`src/rtl/smv_pkg.sv`:
```
// shared types and constants for the stable matching verifier
// no dependencies; used by the top level and its checker
`default_nettype none

package smv_pkg;

  localparam int MAX_PAIRS = 16;
  localparam int IdxW      = $clog2(MAX_PAIRS);
  localparam int CntW      = $clog2(MAX_PAIRS + 1);
  localparam int MemDepth  = MAX_PAIRS * MAX_PAIRS;
  localparam int AddrW     = 2 * IdxW;

  typedef enum logic [1:0] {
    ACT_LOAD_HOSP  = 2'd0,
    ACT_LOAD_STUD  = 2'd1,
    ACT_LOAD_MATCH = 2'd2,
    ACT_CHECK      = 2'd3
  } action_e;

  typedef enum logic [1:0] {
    STAT_STABLE   = 2'd0,
    STAT_BAD_HOSP = 2'd1,
    STAT_DUP_HOSP = 2'd2,
    STAT_UNSTABLE = 2'd3
  } status_e;

  typedef enum logic [2:0] {
    ST_IDLE,
    ST_VAL,
    ST_RANK_RD,
    ST_RANK_CMP,
    ST_DONE
  } state_e;

  // which list search the rank unit is running
  typedef enum logic [1:0] {
    JOB_HPART,
    JOB_HS,
    JOB_SH,
    JOB_SM
  } job_e;

endpackage

`default_nettype wire

```
`src/rtl/stable_matching_verifier.sv`:
```
// top level of the stable matching verifier: preference stores, matching store,
// sequencer and shared rank-search unit; depends on smv_pkg
//
// usage:
//   config: cfg_we_i/cfg_wdata_i write pairs_in_use (n) directly, no wait.
//     values above 16 act as 16; write only while the block is idle.
//   input channel (in_valid_i/in_ready_o): one beat is a load or a check.
//     loads (hospital list entry, student list entry, matching entry) are
//     taken one per cycle while the block is idle and give no output beat.
//   a check gives exactly one output beat (status, bad_hospital, bad_student).
//     steps: validation pass over the n matching entries, then per hospital
//     one partner rank search and per pair up to three list searches; each
//     search reads its list entries one at a time from the hospital or student
//     store and compares each through the single shared comparator; with
//     n = 0 the check goes straight to the verdict.
//   in_ready_o is low from check acceptance until the verdict is moved into
//     the output register.
//   output channel (out_valid_o/out_ready_i): the verdict sits in an output
//     register; loads keep being accepted while it waits. a stalled receiver
//     only holds back the end of the next check.
//   reset: n returns to 16, the output register empties, the sequencer idles.
//     list and matching stores are not cleared and must be written first.
`default_nettype none

module stable_matching_verifier
  import smv_pkg::*;
(
  input  wire logic       clk_i,
  input  wire logic       rst_ni,
  input  wire logic       cfg_we_i,
  input  wire logic [4:0] cfg_wdata_i,
  input  wire logic       in_valid_i,
  output logic            in_ready_o,
  input  wire logic [1:0] action_i,
  input  wire logic [3:0] row_i,
  input  wire logic [3:0] position_i,
  input  wire logic [7:0] value_i,
  output logic            out_valid_o,
  input  wire logic       out_ready_i,
  output logic [1:0]      status_o,
  output logic [7:0]      bad_hospital_o,
  output logic [4:0]      bad_student_o
);

  // ---------------------------------------------------------------------------
  // registers
  // ---------------------------------------------------------------------------
  state_e              state_q, state_d;
  job_e                job_q, job_d;
  logic [4:0]          cfg_q;
  logic [CntW-1:0]     n_q, n_d;
  logic [IdxW-1:0]     i_q, i_d;          // validation index (student)
  logic [IdxW-1:0]     h_q, h_d;          // hospital index, outer loop
  logic [IdxW-1:0]     s_q, s_d;          // student index, inner loop
  logic [IdxW-1:0]     p_q, p_d;          // list position of the rank search
  logic [MAX_PAIRS-1:0] seen_q, seen_d;
  logic [CntW-1:0]     rpart_q, rpart_d;  // rank of own partner in hospital list
  logic [CntW-1:0]     rsh_q, rsh_d;      // rank of h in student list
  status_e             res_status_q, res_status_d;
  logic [7:0]          res_hosp_q, res_hosp_d;
  logic [4:0]          res_stud_q, res_stud_d;
  logic                out_valid_q;
  status_e             out_status_q;
  logic [7:0]          out_hosp_q;
  logic [4:0]          out_stud_q;

  // stores
  logic [7:0]          hosp_mem [MemDepth];
  logic [7:0]          stud_mem [MemDepth];
  logic [7:0]          hosp_rd_q, stud_rd_q;
  logic [7:0]          match_q [MAX_PAIRS];
  logic [CntW-1:0]     partner_q [MAX_PAIRS];   // one-based student of each hospital

  // ---------------------------------------------------------------------------
  // input side
  // ---------------------------------------------------------------------------
  logic                in_fire;
  logic                row_ok, pos_ok;
  logic [IdxW-1:0]     wr_row, wr_pos;
  logic [AddrW-1:0]    wr_addr;
  logic                hosp_we, stud_we, match_we, check_go;
  logic [CntW-1:0]     n_eff;

  assign in_ready_o = (state_q == ST_IDLE);
  assign in_fire    = in_valid_i && in_ready_o;
  assign row_ok     = 32'(row_i) < MAX_PAIRS;
  assign pos_ok     = 32'(position_i) < MAX_PAIRS;
  assign wr_row     = IdxW'(row_i);
  assign wr_pos     = IdxW'(position_i);
  assign wr_addr    = {wr_row, wr_pos};
  assign hosp_we    = in_fire && (action_i == ACT_LOAD_HOSP) && row_ok && pos_ok;
  assign stud_we    = in_fire && (action_i == ACT_LOAD_STUD) && row_ok && pos_ok;
  assign match_we   = in_fire && (action_i == ACT_LOAD_MATCH) && row_ok;
  assign check_go   = in_fire && (action_i == ACT_CHECK);
  assign n_eff      = (32'(cfg_q) > MAX_PAIRS) ? CntW'(MAX_PAIRS) : CntW'(cfg_q);

  // ---------------------------------------------------------------------------
  // validation pass: one matching entry per cycle
  // ---------------------------------------------------------------------------
  logic [IdxW-1:0]     match_idx;
  logic [7:0]          match_rd;
  logic [IdxW-1:0]     m_idx;
  logic                val_bad, val_dup, i_last;

  // single read address: validation index, else the inner-loop student
  assign match_idx = (state_q == ST_VAL) ? i_q : s_q;
  assign match_rd  = match_q[match_idx];
  assign m_idx     = IdxW'(match_rd - 8'd1);
  assign val_bad   = (match_rd == 8'd0) || (32'(match_rd) > 32'(n_q));
  assign val_dup   = seen_q[m_idx];
  assign i_last    = (CntW'(i_q) + CntW'(1)) == n_q;

  // ---------------------------------------------------------------------------
  // shared rank-search unit: one list entry read, then compared
  // rank code 0 means unlisted (ahead of all), p+1 means found at position p
  // ---------------------------------------------------------------------------
  logic                srch_stud;
  logic [IdxW-1:0]     srch_row;
  logic [7:0]          srch_tgt;
  logic [AddrW-1:0]    rd_addr;
  logic [7:0]          srch_rd;
  logic                srch_hit, p_last, srch_end;
  logic [CntW-1:0]     rank_now;

  always_comb begin
    srch_stud = 1'b0;
    srch_row  = h_q;
    srch_tgt  = 8'(partner_q[h_q]);
    case (job_q)
      JOB_HPART: begin
        srch_stud = 1'b0;
        srch_row  = h_q;
        srch_tgt  = 8'(partner_q[h_q]);
      end
      JOB_HS: begin
        srch_stud = 1'b0;
        srch_row  = h_q;
        srch_tgt  = 8'(CntW'(s_q) + CntW'(1));
      end
      JOB_SH: begin
        srch_stud = 1'b1;
        srch_row  = s_q;
        srch_tgt  = 8'(CntW'(h_q) + CntW'(1));
      end
      JOB_SM: begin
        srch_stud = 1'b1;
        srch_row  = s_q;
        srch_tgt  = match_rd;
      end
      default: begin
        srch_stud = 1'b0;
        srch_row  = h_q;
        srch_tgt  = 8'(partner_q[h_q]);
      end
    endcase
  end

  assign rd_addr  = {srch_row, p_q};
  assign srch_rd  = srch_stud ? stud_rd_q : hosp_rd_q;
  assign srch_hit = (srch_rd == srch_tgt);
  assign p_last   = (CntW'(p_q) + CntW'(1)) == n_q;
  assign srch_end = srch_hit || p_last;
  assign rank_now = srch_hit ? (CntW'(p_q) + CntW'(1)) : '0;

  // pair loop decisions at the end of a search
  logic                h_last, s_last;
  logic                hs_ahead, pair_found, pair_done, advance, all_done;

  assign h_last     = (CntW'(h_q) + CntW'(1)) == n_q;
  assign s_last     = (CntW'(s_q) + CntW'(1)) == n_q;
  assign hs_ahead   = rank_now < rpart_q;
  assign pair_found = (job_q == JOB_SM) && (rsh_q < rank_now);
  // pair rejected: hospital side not ahead, or student side not ahead
  assign pair_done  = ((job_q == JOB_HS) && !hs_ahead) ||
                      ((job_q == JOB_SM) && !pair_found);
  assign advance    = srch_end && pair_done;
  assign all_done   = advance && s_last && h_last;

  // ---------------------------------------------------------------------------
  // sequencer: next state
  // ---------------------------------------------------------------------------
  logic                out_free;
  assign out_free = !out_valid_q || out_ready_i;

  always_comb begin
    state_d = state_q;
    case (state_q)
      ST_IDLE: begin
        if (check_go) begin
          state_d = (n_eff == '0) ? ST_DONE : ST_VAL;
        end
      end
      ST_VAL: begin
        if (val_bad || val_dup) begin
          state_d = ST_DONE;
        end else if (i_last) begin
          state_d = ST_RANK_RD;
        end
      end
      ST_RANK_RD: begin
        state_d = ST_RANK_CMP;
      end
      ST_RANK_CMP: begin
        if (srch_end && (pair_found || all_done)) begin
          state_d = ST_DONE;
        end else begin
          state_d = ST_RANK_RD;
        end
      end
      ST_DONE: begin
        if (out_free) begin
          state_d = ST_IDLE;
        end
      end
      default: begin
        state_d = ST_IDLE;
      end
    endcase
  end

  // ---------------------------------------------------------------------------
  // sequencer: datapath updates
  // ---------------------------------------------------------------------------
  always_comb begin
    job_d        = job_q;
    n_d          = n_q;
    i_d          = i_q;
    h_d          = h_q;
    s_d          = s_q;
    p_d          = p_q;
    seen_d       = seen_q;
    rpart_d      = rpart_q;
    rsh_d        = rsh_q;
    res_status_d = res_status_q;
    res_hosp_d   = res_hosp_q;
    res_stud_d   = res_stud_q;
    case (state_q)
      ST_IDLE: begin
        if (check_go) begin
          n_d          = n_eff;
          i_d          = '0;
          seen_d       = '0;
          res_status_d = STAT_STABLE;
          res_hosp_d   = 8'd0;
          res_stud_d   = 5'd0;
        end
      end
      ST_VAL: begin
        if (val_bad) begin
          res_status_d = STAT_BAD_HOSP;
          res_hosp_d   = match_rd;
        end else if (val_dup) begin
          res_status_d = STAT_DUP_HOSP;
          res_hosp_d   = match_rd;
        end else begin
          seen_d[m_idx] = 1'b1;
          i_d           = i_q + IdxW'(1);
          if (i_last) begin
            // start with hospital 1: rank its own partner
            h_d   = '0;
            p_d   = '0;
            job_d = JOB_HPART;
          end
        end
      end
      ST_RANK_CMP: begin
        if (!srch_end) begin
          p_d = p_q + IdxW'(1);
        end else begin
          p_d = '0;
          case (job_q)
            JOB_HPART: begin
              rpart_d = rank_now;
              s_d     = '0;
              job_d   = JOB_HS;
            end
            JOB_HS: begin
              if (hs_ahead) begin
                job_d = JOB_SH;
              end
            end
            JOB_SH: begin
              rsh_d = rank_now;
              job_d = JOB_SM;
            end
            JOB_SM: begin
              if (pair_found) begin
                res_status_d = STAT_UNSTABLE;
                res_hosp_d   = 8'(CntW'(h_q) + CntW'(1));
                res_stud_d   = 5'(CntW'(s_q) + CntW'(1));
              end
            end
            default: begin
              job_d = JOB_HPART;
            end
          endcase
          if (advance && !all_done) begin
            if (s_last) begin
              h_d   = h_q + IdxW'(1);
              job_d = JOB_HPART;
            end else begin
              s_d   = s_q + IdxW'(1);
              job_d = JOB_HS;
            end
          end
        end
      end
      default: begin
        job_d = job_q;
      end
    endcase
  end

  // ---------------------------------------------------------------------------
  // control registers
  // ---------------------------------------------------------------------------
  always_ff @(posedge clk_i or negedge rst_ni) begin
    if (!rst_ni) begin
      state_q      <= ST_IDLE;
      job_q        <= JOB_HPART;
      cfg_q        <= 5'd16;
      n_q          <= '0;
      i_q          <= '0;
      h_q          <= '0;
      s_q          <= '0;
      p_q          <= '0;
      seen_q       <= '0;
      rpart_q      <= '0;
      rsh_q        <= '0;
      res_status_q <= STAT_STABLE;
      res_hosp_q   <= 8'd0;
      res_stud_q   <= 5'd0;
      out_valid_q  <= 1'b0;
    end else begin
      state_q      <= state_d;
      job_q        <= job_d;
      n_q          <= n_d;
      i_q          <= i_d;
      h_q          <= h_d;
      s_q          <= s_d;
      p_q          <= p_d;
      seen_q       <= seen_d;
      rpart_q      <= rpart_d;
      rsh_q        <= rsh_d;
      res_status_q <= res_status_d;
      res_hosp_q   <= res_hosp_d;
      res_stud_q   <= res_stud_d;
      if (cfg_we_i) begin
        cfg_q <= cfg_wdata_i;
      end
      if ((state_q == ST_DONE) && out_free) begin
        out_valid_q <= 1'b1;
      end else if (out_ready_i) begin
        out_valid_q <= 1'b0;
      end
    end
  end

  // output payload, loaded when the verdict moves out of the sequencer
  always_ff @(posedge clk_i) begin
    if ((state_q == ST_DONE) && out_free) begin
      out_status_q <= res_status_q;
      out_hosp_q   <= res_hosp_q;
      out_stud_q   <= res_stud_q;
    end
  end

  assign out_valid_o    = out_valid_q;
  assign status_o       = out_status_q;
  assign bad_hospital_o = out_hosp_q;
  assign bad_student_o  = out_stud_q;

  // ---------------------------------------------------------------------------
  // stores
  // ---------------------------------------------------------------------------
  always_ff @(posedge clk_i) begin
    if (hosp_we) begin
      hosp_mem[wr_addr] <= value_i;
    end
    hosp_rd_q <= hosp_mem[rd_addr];
  end

  always_ff @(posedge clk_i) begin
    if (stud_we) begin
      stud_mem[wr_addr] <= value_i;
    end
    stud_rd_q <= stud_mem[rd_addr];
  end

  always_ff @(posedge clk_i) begin
    if (match_we) begin
      match_q[wr_row] <= value_i;
    end
  end

  // partner of each hospital, recorded during the validation pass
  always_ff @(posedge clk_i) begin
    if ((state_q == ST_VAL) && !val_bad && !val_dup) begin
      partner_q[m_idx] <= CntW'(i_q) + CntW'(1);
    end
  end

endmodule

`default_nettype wire

```
`config.mk`:
```
export PLATFORM = sky130hd
export DESIGN_NAME = stable_matching_verifier
export DESIGN_NICKNAME = d
export VERILOG_FILES = /design/src/rtl/smv_pkg.sv /design/src/rtl/stable_matching_verifier.sv
export SDC_FILE = /design/constraint.sdc
export NUM_CORES = 2
export LEC_CHECK = 0
export BUFFER_PORTS_ARGS = -buffer_cell sky130_fd_sc_hd__buf_2
export CORE_ASPECT_RATIO = 1.2
export CORE_UTILIZATION = 43
export CTS_BUF_LIST = sky130_fd_sc_hd__clkbuf_2
export CTS_CLUSTER_SIZE = 25
export DETAILED_ROUTE_END_ITERATION = 7
export HOLD_SLACK_MARGIN = 0.02
export PLACE_DENSITY = 0.62
export SLEW_MARGIN = 10
export SYNTH_ARGS = -nofsm -noshare
export SYNTH_HDL_FRONTEND = slang
export SYNTH_MEMORY_MAX_BITS = 65536
export SYNTH_SLANG_ARGS = --single-unit
```
`constraint.sdc`:
```
create_clock -name clk_i -period 13.91 [get_ports clk_i]
set_clock_uncertainty 0.2 [all_clocks]
set_input_delay 0 -clock clk_i [delete_from_list [all_inputs] [get_ports clk_i]]
set_output_delay 0 -clock clk_i [all_outputs]
set_load 0.005 [all_outputs]
```
-- Yosys cells after proc, flatten, opt, wreduce, memory -nomap -nowiden
Memory sizes are Yosys's and may differ from the RTL's. A register that Yosys moved wholly into a read port is not among the register bits.
Index checks and enable logic that the tools add are counted.
- add/sub/neg operators: 11
- magnitude comparators: 6
- equal/unequal tests: 29
- mux-type cells: 76
- bitwise operators: 1
- reductions and logical operators: 52
- operator list (kind ; count):
    4-bit 2-to-1 mux ; 14
    8-bit 2-to-1 mux ; 7
    16-bit 2-to-1 mux ; 3
    16-bit one-hot mux with 2 select lines ; 1
    4-bit one-hot mux with 2 select lines ; 4
    8-bit one-hot mux with 4 select lines ; 1
    4-bit by 1-bit adder with 5-bit output, second input constant ; 6
    5-bit 2-to-1 mux ; 6
    2-bit 2-to-1 mux ; 12
    8-bit one-hot mux with 3 select lines ; 1
    5-bit == test ; 4
    3-bit 2-to-1 mux ; 6
    2-bit inequality test, second input constant ; 9
    1-bit logical AND ; 17
    4-bit by 1-bit adder with 4-bit output, second input constant ; 4
    16-bit OR ; 1
    3-bit one-hot mux with 5 select lines ; 1
    7-bit AND reduction ; 2
    1-bit 2-to-1 mux ; 13
    2-bit one-hot mux with 3 select lines ; 2
    5-bit < comparator ; 2
    5-bit one-hot mux with 2 select lines ; 1
    3-bit AND reduction ; 3
    2-bit == test, second input constant ; 4
    32 further kinds ; 51
- bits in registers: 88
- RAM bits: 4304
- input bits: 28
- output and inout bits: 17
- logic and storage cells: 197
- memories: 4
- memories (memory ; words ; bits a word ; rd ports ; clocked after Yosys merged registers in ; write ports ; RTL line ; text):
    hosp_mem ; 256 ; 8 ; 1 ; 1 ; 1 ; stable_matching_verifier.sv:68 ; logic [7:0] hosp_mem [MemDepth];
    stud_mem ; 256 ; 8 ; 1 ; 1 ; 1 ; stable_matching_verifier.sv:69 ; logic [7:0] stud_mem [MemDepth];
    match_q ; 16 ; 8 ; 1 ; 0 ; 1 ; stable_matching_verifier.sv:71 ; logic [7:0] match_q [MAX_PAIRS];
    partner_q ; 16 ; 5 ; 1 ; 0 ; 1 ; stable_matching_verifier.sv:72 ; logic [CntW-1:0] partner_q [MAX_PAIRS];

-- Longest topological paths before layout
- word-level depth: 19
- gate-level depth with buffers: 24
- gate-level depth less buffers: 21

-- Worst setup path before layout
Ideal clock, no wire load.
- path kind: register -> register
- start point: register job_q[0]
- end point: register job_q[0]
- arrival time: 5401 ps
- data required time: 13631 ps
- slack: 8230 ps
- stages on the path, launching flop included: 22
- cell sequence: dfrtp_1 ha_1 nor2_1 mux2_2 and2_1 a2111oi_0 o2111a_1 o2111ai_1 or4b_1 buf_2 nor4_1 inv_1 ha_1 a21o_1 a21o_1 a21oi_1 nand2_1 or4_1 o211a_1 o2111a_1 a211o_1 mux2i_1
- word-level cells in the longest chain between the ends: 19
- elaborated cells between the ends (all ways): 33
- those cells by class: order compare: 2; eq/ne: 7; mux: 8; reduce/logical: 16
- RTL lines (item ; RTL line ; text):
    start, declared ; stable_matching_verifier.sv:49 ; job_e job_q, job_d;
    start signal, assigned ; stable_matching_verifier.sv:336 ; job_q <= job_d;
    2-bit == test, or another cell as far along ; stable_matching_verifier.sv:129 ; case (job_q)
    2-bit OR reduction (no line) ; -- ;
    1-bit one-hot mux with 2 select lines ; stable_matching_verifier.sv:129 ;
    8-bit 2-to-1 mux ; stable_matching_verifier.sv:159 ; assign srch_rd = srch_stud ? stud_rd_q : hosp_rd_q;
    8-bit == test * ; stable_matching_verifier.sv:160 ; assign srch_hit = (srch_rd == srch_tgt);
    5-bit 2-to-1 mux * ; stable_matching_verifier.sv:163 ; assign rank_now = srch_hit ? (CntW'(p_q) + CntW'(1)) : '0;
    via rank_now[2] ; stable_matching_verifier.sv:123 ; logic [CntW-1:0] rank_now;
    5-bit < comparator ; stable_matching_verifier.sv:172 ; assign pair_found = (job_q == JOB_SM) && (rsh_q < rank_now);
    [3 not listed] ; -- ;
    1-bit logical OR ; stable_matching_verifier.sv:174 ; assign pair_done = ((job_q == JOB_HS) && !hs_ahead) ||
    1-bit logical AND ; stable_matching_verifier.sv:176 ; assign advance = srch_end && pair_done;
    1-bit logical AND (2 in a row) ; stable_matching_verifier.sv:177 ; assign all_done = advance && s_last && h_last;
    1-bit logical NOT ; stable_matching_verifier.sv:297 ; if (advance && !all_done) begin
    1-bit logical AND ; stable_matching_verifier.sv:297 ;
    2-bit 2-to-1 mux ; stable_matching_verifier.sv:297 ;
    2-bit 2-to-1 mux ; stable_matching_verifier.sv:267 ; if (!srch_end) begin
    2-bit one-hot mux with 2 select lines ; stable_matching_verifier.sv:237 ; case (state_q)
The timed path passes the listed nets; every way through them passes the cells marked *. The select of a mux whose other input is x is not followed.
A chain may end at the register's enable or synchronous reset.

-- Final worst setup path
- start point: register state_q[1]
- end point: register state_q[2]
- word-level cells in the longest chain between the ends: 18
- elaborated cells between the ends (all ways): 40
- those cells by class: add/sub: 1; order compare: 3; eq/ne: 8; mux: 8; reduce/logical: 19; memory: 1
- RTL lines (item ; RTL line ; text):
    start, declared ; stable_matching_verifier.sv:48 ; state_e state_q, state_d;
    start signal, assigned ; stable_matching_verifier.sv:335 ; state_q <= state_d;
    3-bit by 1-bit == test with 1-bit output * ; stable_matching_verifier.sv:106 ; assign match_idx = (state_q == ST_VAL) ? i_q : s_q;
    4-bit 2-to-1 mux * ; stable_matching_verifier.sv:106 ;
    memory 16 x 8 bit * ; -- ;
    8-bit one-hot mux with 4 select lines * ; stable_matching_verifier.sv:129 ;
    8-bit == test * ; stable_matching_verifier.sv:160 ;
    5-bit 2-to-1 mux * ; stable_matching_verifier.sv:163 ;
    via rank_now[2] ; stable_matching_verifier.sv:123 ;
    5-bit < comparator ; stable_matching_verifier.sv:172 ;
    [2 not listed] ; -- ;
    1-bit logical AND ; stable_matching_verifier.sv:175 ; ((job_q == JOB_SM) && !pair_found);
    1-bit logical OR ; stable_matching_verifier.sv:174 ;
    1-bit logical AND ; stable_matching_verifier.sv:176 ;
    1-bit logical AND (2 in a row) ; stable_matching_verifier.sv:177 ;
    1-bit logical OR * ; stable_matching_verifier.sv:204 ; if (srch_end && (pair_found || all_done)) begin
    1-bit logical AND * ; stable_matching_verifier.sv:204 ;
    3-bit 2-to-1 mux * ; stable_matching_verifier.sv:204 ;
    3-bit one-hot mux with 5 select lines * ; stable_matching_verifier.sv:187 ; case (state_q)
Marks and branches as above.

==> run_results.csv <==
group,metric,value,unit
hold_path,hp-class,"register to register",
die,rows,254,
timing,finalCritPeriodShare,0.563,
clocking,cts_buffer_depth,5,
power,irDropWorstVdd,0.0843,mV
timing,max_slew_margin,0.199,
die,fp.dieW,580,µm
die,die_area,404000,µm²
cells_and_area,nNetsFinal,8721,
detailed_routing,wire_per_inst,29.2,µm
timing,rsz0062_at_grt,"no",
clocking,cts.clk_slew.worst_paths,0.10,ns
clocking,cts_buffers,1141,
run_status,outcome,"finished, final reports clean",
power,cellPowerDensity,140,nW/µm²
synth,synth_nets,7709,
cells_and_area,drive_gt1_frac,0.352,
synth,synth_top_cell_by_area,"edfxtp_1",
global_route,grt_max_degree,208,
die,die_y,696,µm
global_route,grt_usage,0.214,
place,place_hpwl,251000,µm
clocking,htree_levels,7,
job,cap_violations,0,
detailed_routing,antenna_left,0,
place,io_buffers,44,
global_route,grt_pass1_wl,620000,µm
synth,async_flop_share,0.0166,
power,power.total,0.0266,W
cells_and_area,syn_to_final_growth,9.95,%
synth,synth_top_area_share,0.751,
place,place_congestion,0.863,
critical_path,worst_setup_path_end_kind,"register",
cells_and_area,layout_common_cells,"4,319 x edfxtp_1, 1,556 x clkbuf_2, 1,384 x mux4_2, 571 x nor2_1, 201 x clkinv_1",
synth,ys_types,86,
hold_path,min_from,"res_hosp_q[6]",
timing,fmax,0.128,GHz
synth,synthTopCellsByArea,"edfxtp_1 75%, mux4_2 18%, nor2_1 1.2%",
synth,postSynthAreaPerCell,22.6,µm²
critical_path,path_max_fanout,26,
detailed_routing,routed_wl,426000,µm
synth,synth_enable_flop_cells,4319,
timing,min_period,7.83,ns
die,start_util,0.433,
timing,drv_slew,0,
critical_path,worstSetupStartpointType,"register",
global_route,grt_overflow_total,0,
critical_path,crit_arrival,9.74,ns
synth,yosys_most_used_dff,"edfxtp_1",
clocking,clock_latency,2.35,ns
synth,synth_warnings,0,
critical_path,worstReg2RegStart,"state_q[1]",
detailed_routing,vias,83800,
critical_path,critical_path_class,"register to register",
synth,synth-seq-cells,4408,
detailed_routing,via_per_inst,5.74,
power,leakage,58.5,nW
synth,syn-instance-count,7655,
timing,worst_pin_slew,1.20,ns
timing,fin_tns_setup,0,ns
timing,setup_viol,0,
global_route,grt_pass1_vias,89000,
synth,yosysSeqAreaShare,0.764,
clocking,cts_resized,0,
synth,syn_area,173000,µm²
critical_path,crit_path_start,"state_q[1]",
global_route,antenna_found_initial,19,
cells_and_area,final_common_cell,"edfxtp_1",
detailed_routing,first_iter_violations,7834,
critical_path,required,15.82,ns
clocking,cts_tree,"done",
detailed_routing,drt_pass1_iterations,6,
die,core_area,399000,µm²
clocking,clockRootBuffer,"clkbuf_2",
timing,hold_viol_final,0,
die,ios,45,
clocking,cts_num_sinks,4408,
detailed_routing,route.detailed.drc,0,
Yosys cell counts, drive strengths merged (5+ instances only):
master  number
edfxtp    4319
mux4      1384
nor2       573
clkbuf     337
nand2      128
buf        123
mux2i       78
dfrtp       72
nand3       57
inv         51
mux2        42
o21ai       39
a21oi       30
a211oi      29
ha          26
a31oi       25
and2        25
nand2b      24
nor3        23
and3        22
xnor2       21
o21a        20
nand4       17
dfxtp       16
nor2b       15
o211ai      15
nor4        11
a21o         8
o22ai        8
a211o        6
nand3b       6
xor2         6
a221oi       5
a22oi        5
or2          5
cells by family after synthesis:
kind of cell,share of synthesized area
adders and majority gates,0.00188
AOI/OAI and AO/OA,0.0102
muxes,0.188
and+or+nand+nor,0.0236
xor gates and xnor gates,0.00141
buffers and inverters,0.0116
DFF,0.764
critical path: stages (launching register included):
cell and delay, ns:
dfrtp_1 0.76, or3b_1 0.49, buf_4 0.38, a21o_1 0.66
mux4_2 0.61, a221oi_2 0.43, nor3_1 0.11, a211o_1 0.35
or2_1 0.32, nor4_1 0.57, inv_1 0.13, ha_1 0.34
a21o_1 0.17, a21o_1 0.18, a21oi_1 0.30, nand2_1 0.08
or4_1 0.45, nor2_1 0.12, o211ai_1 0.11, o211ai_1 0.24
a41o_1 0.20, dlygate4sd3_1 0.54
where the power goes:
part	internal [W]	total, W	switching [W]
registers	0.0147	0.0148	0.000112
clock network	0.00314	0.00812	0.00498
logic	0.00170	0.00367	0.00197
through the flow:
| stage | cell area, µm² | utilization | std cells | setup slack [ns] | hold WS [ns] |
|---|---|---|---|---|---|
| after global routing | 190000 | 0.476 | 14600 | 5.60 | 0.252 |
| after detailed placement | 179000 | 0.449 | 12600 | 6.38 | -0.249 |
| final | 190000 | 0.476 | 14600 | 6.08 | 0.275 |
| after global placement | 179000 | 0.449 | 12600 | 6.40 | -0.248 |
| after floorplan | 173000 | - | 7655 | 8.23 | -0.496 |
| after CTS | 190000 | 0.475 | 14600 | 6.14 | 0.132 |
path summary, 6_finish.rpt:
kind | end | slack [ns] | cells past startpoint
min in group asynchronous | seen_q[5] | 0.98 | 9
worst min register to register | bad_hospital_o[6] | 0.27 | 0
worst min-delay path | bad_hospital_o[6] | 0.27 | 0
max in group asynchronous | p_q[3] | 11.47 | 10
worst max-delay path | state_q[2] | 6.08 | 21
worst max register to register | state_q[2] | 6.08 | 21
layout make-up:
type	instances	area, µm²
Clock buffer	1556	7790
Multi-Input combinational cell	2736	39000
Timing Repair Buffer	329	3200
Fill cell	33100	209000
Sequential cell	4408	132000
Tap cell	5248	6570
Antenna cell	20	50.0
Clock inverter	246	1190
Inverter	51	191
state kept, by name, indices dropped and copies added (netlist names), 16 cells and up:
name       cells
seen_q        16
partner_q     80
stud_mem    2048
hosp_mem    2048
match_q      128
per-layer routing:
layer | vias up | track usage | share of wire
li1 | 35000 | - | -
met1 | 44900 | 0.269 | 0.39
met2 | 3250 | 0.363 | 0.52
met3 | 576 | 0.0521 | 0.069
met4 | 12 | 0.0738 | 0.023
met5 | - | 0 | 0.00018
timing repair:
action,in CTS,in global routing
hold buffers,145,0
setup buffers,0,0
hold endpoints to repair,8585,0
No activity file was read; power rests on OpenSTA's default activity.
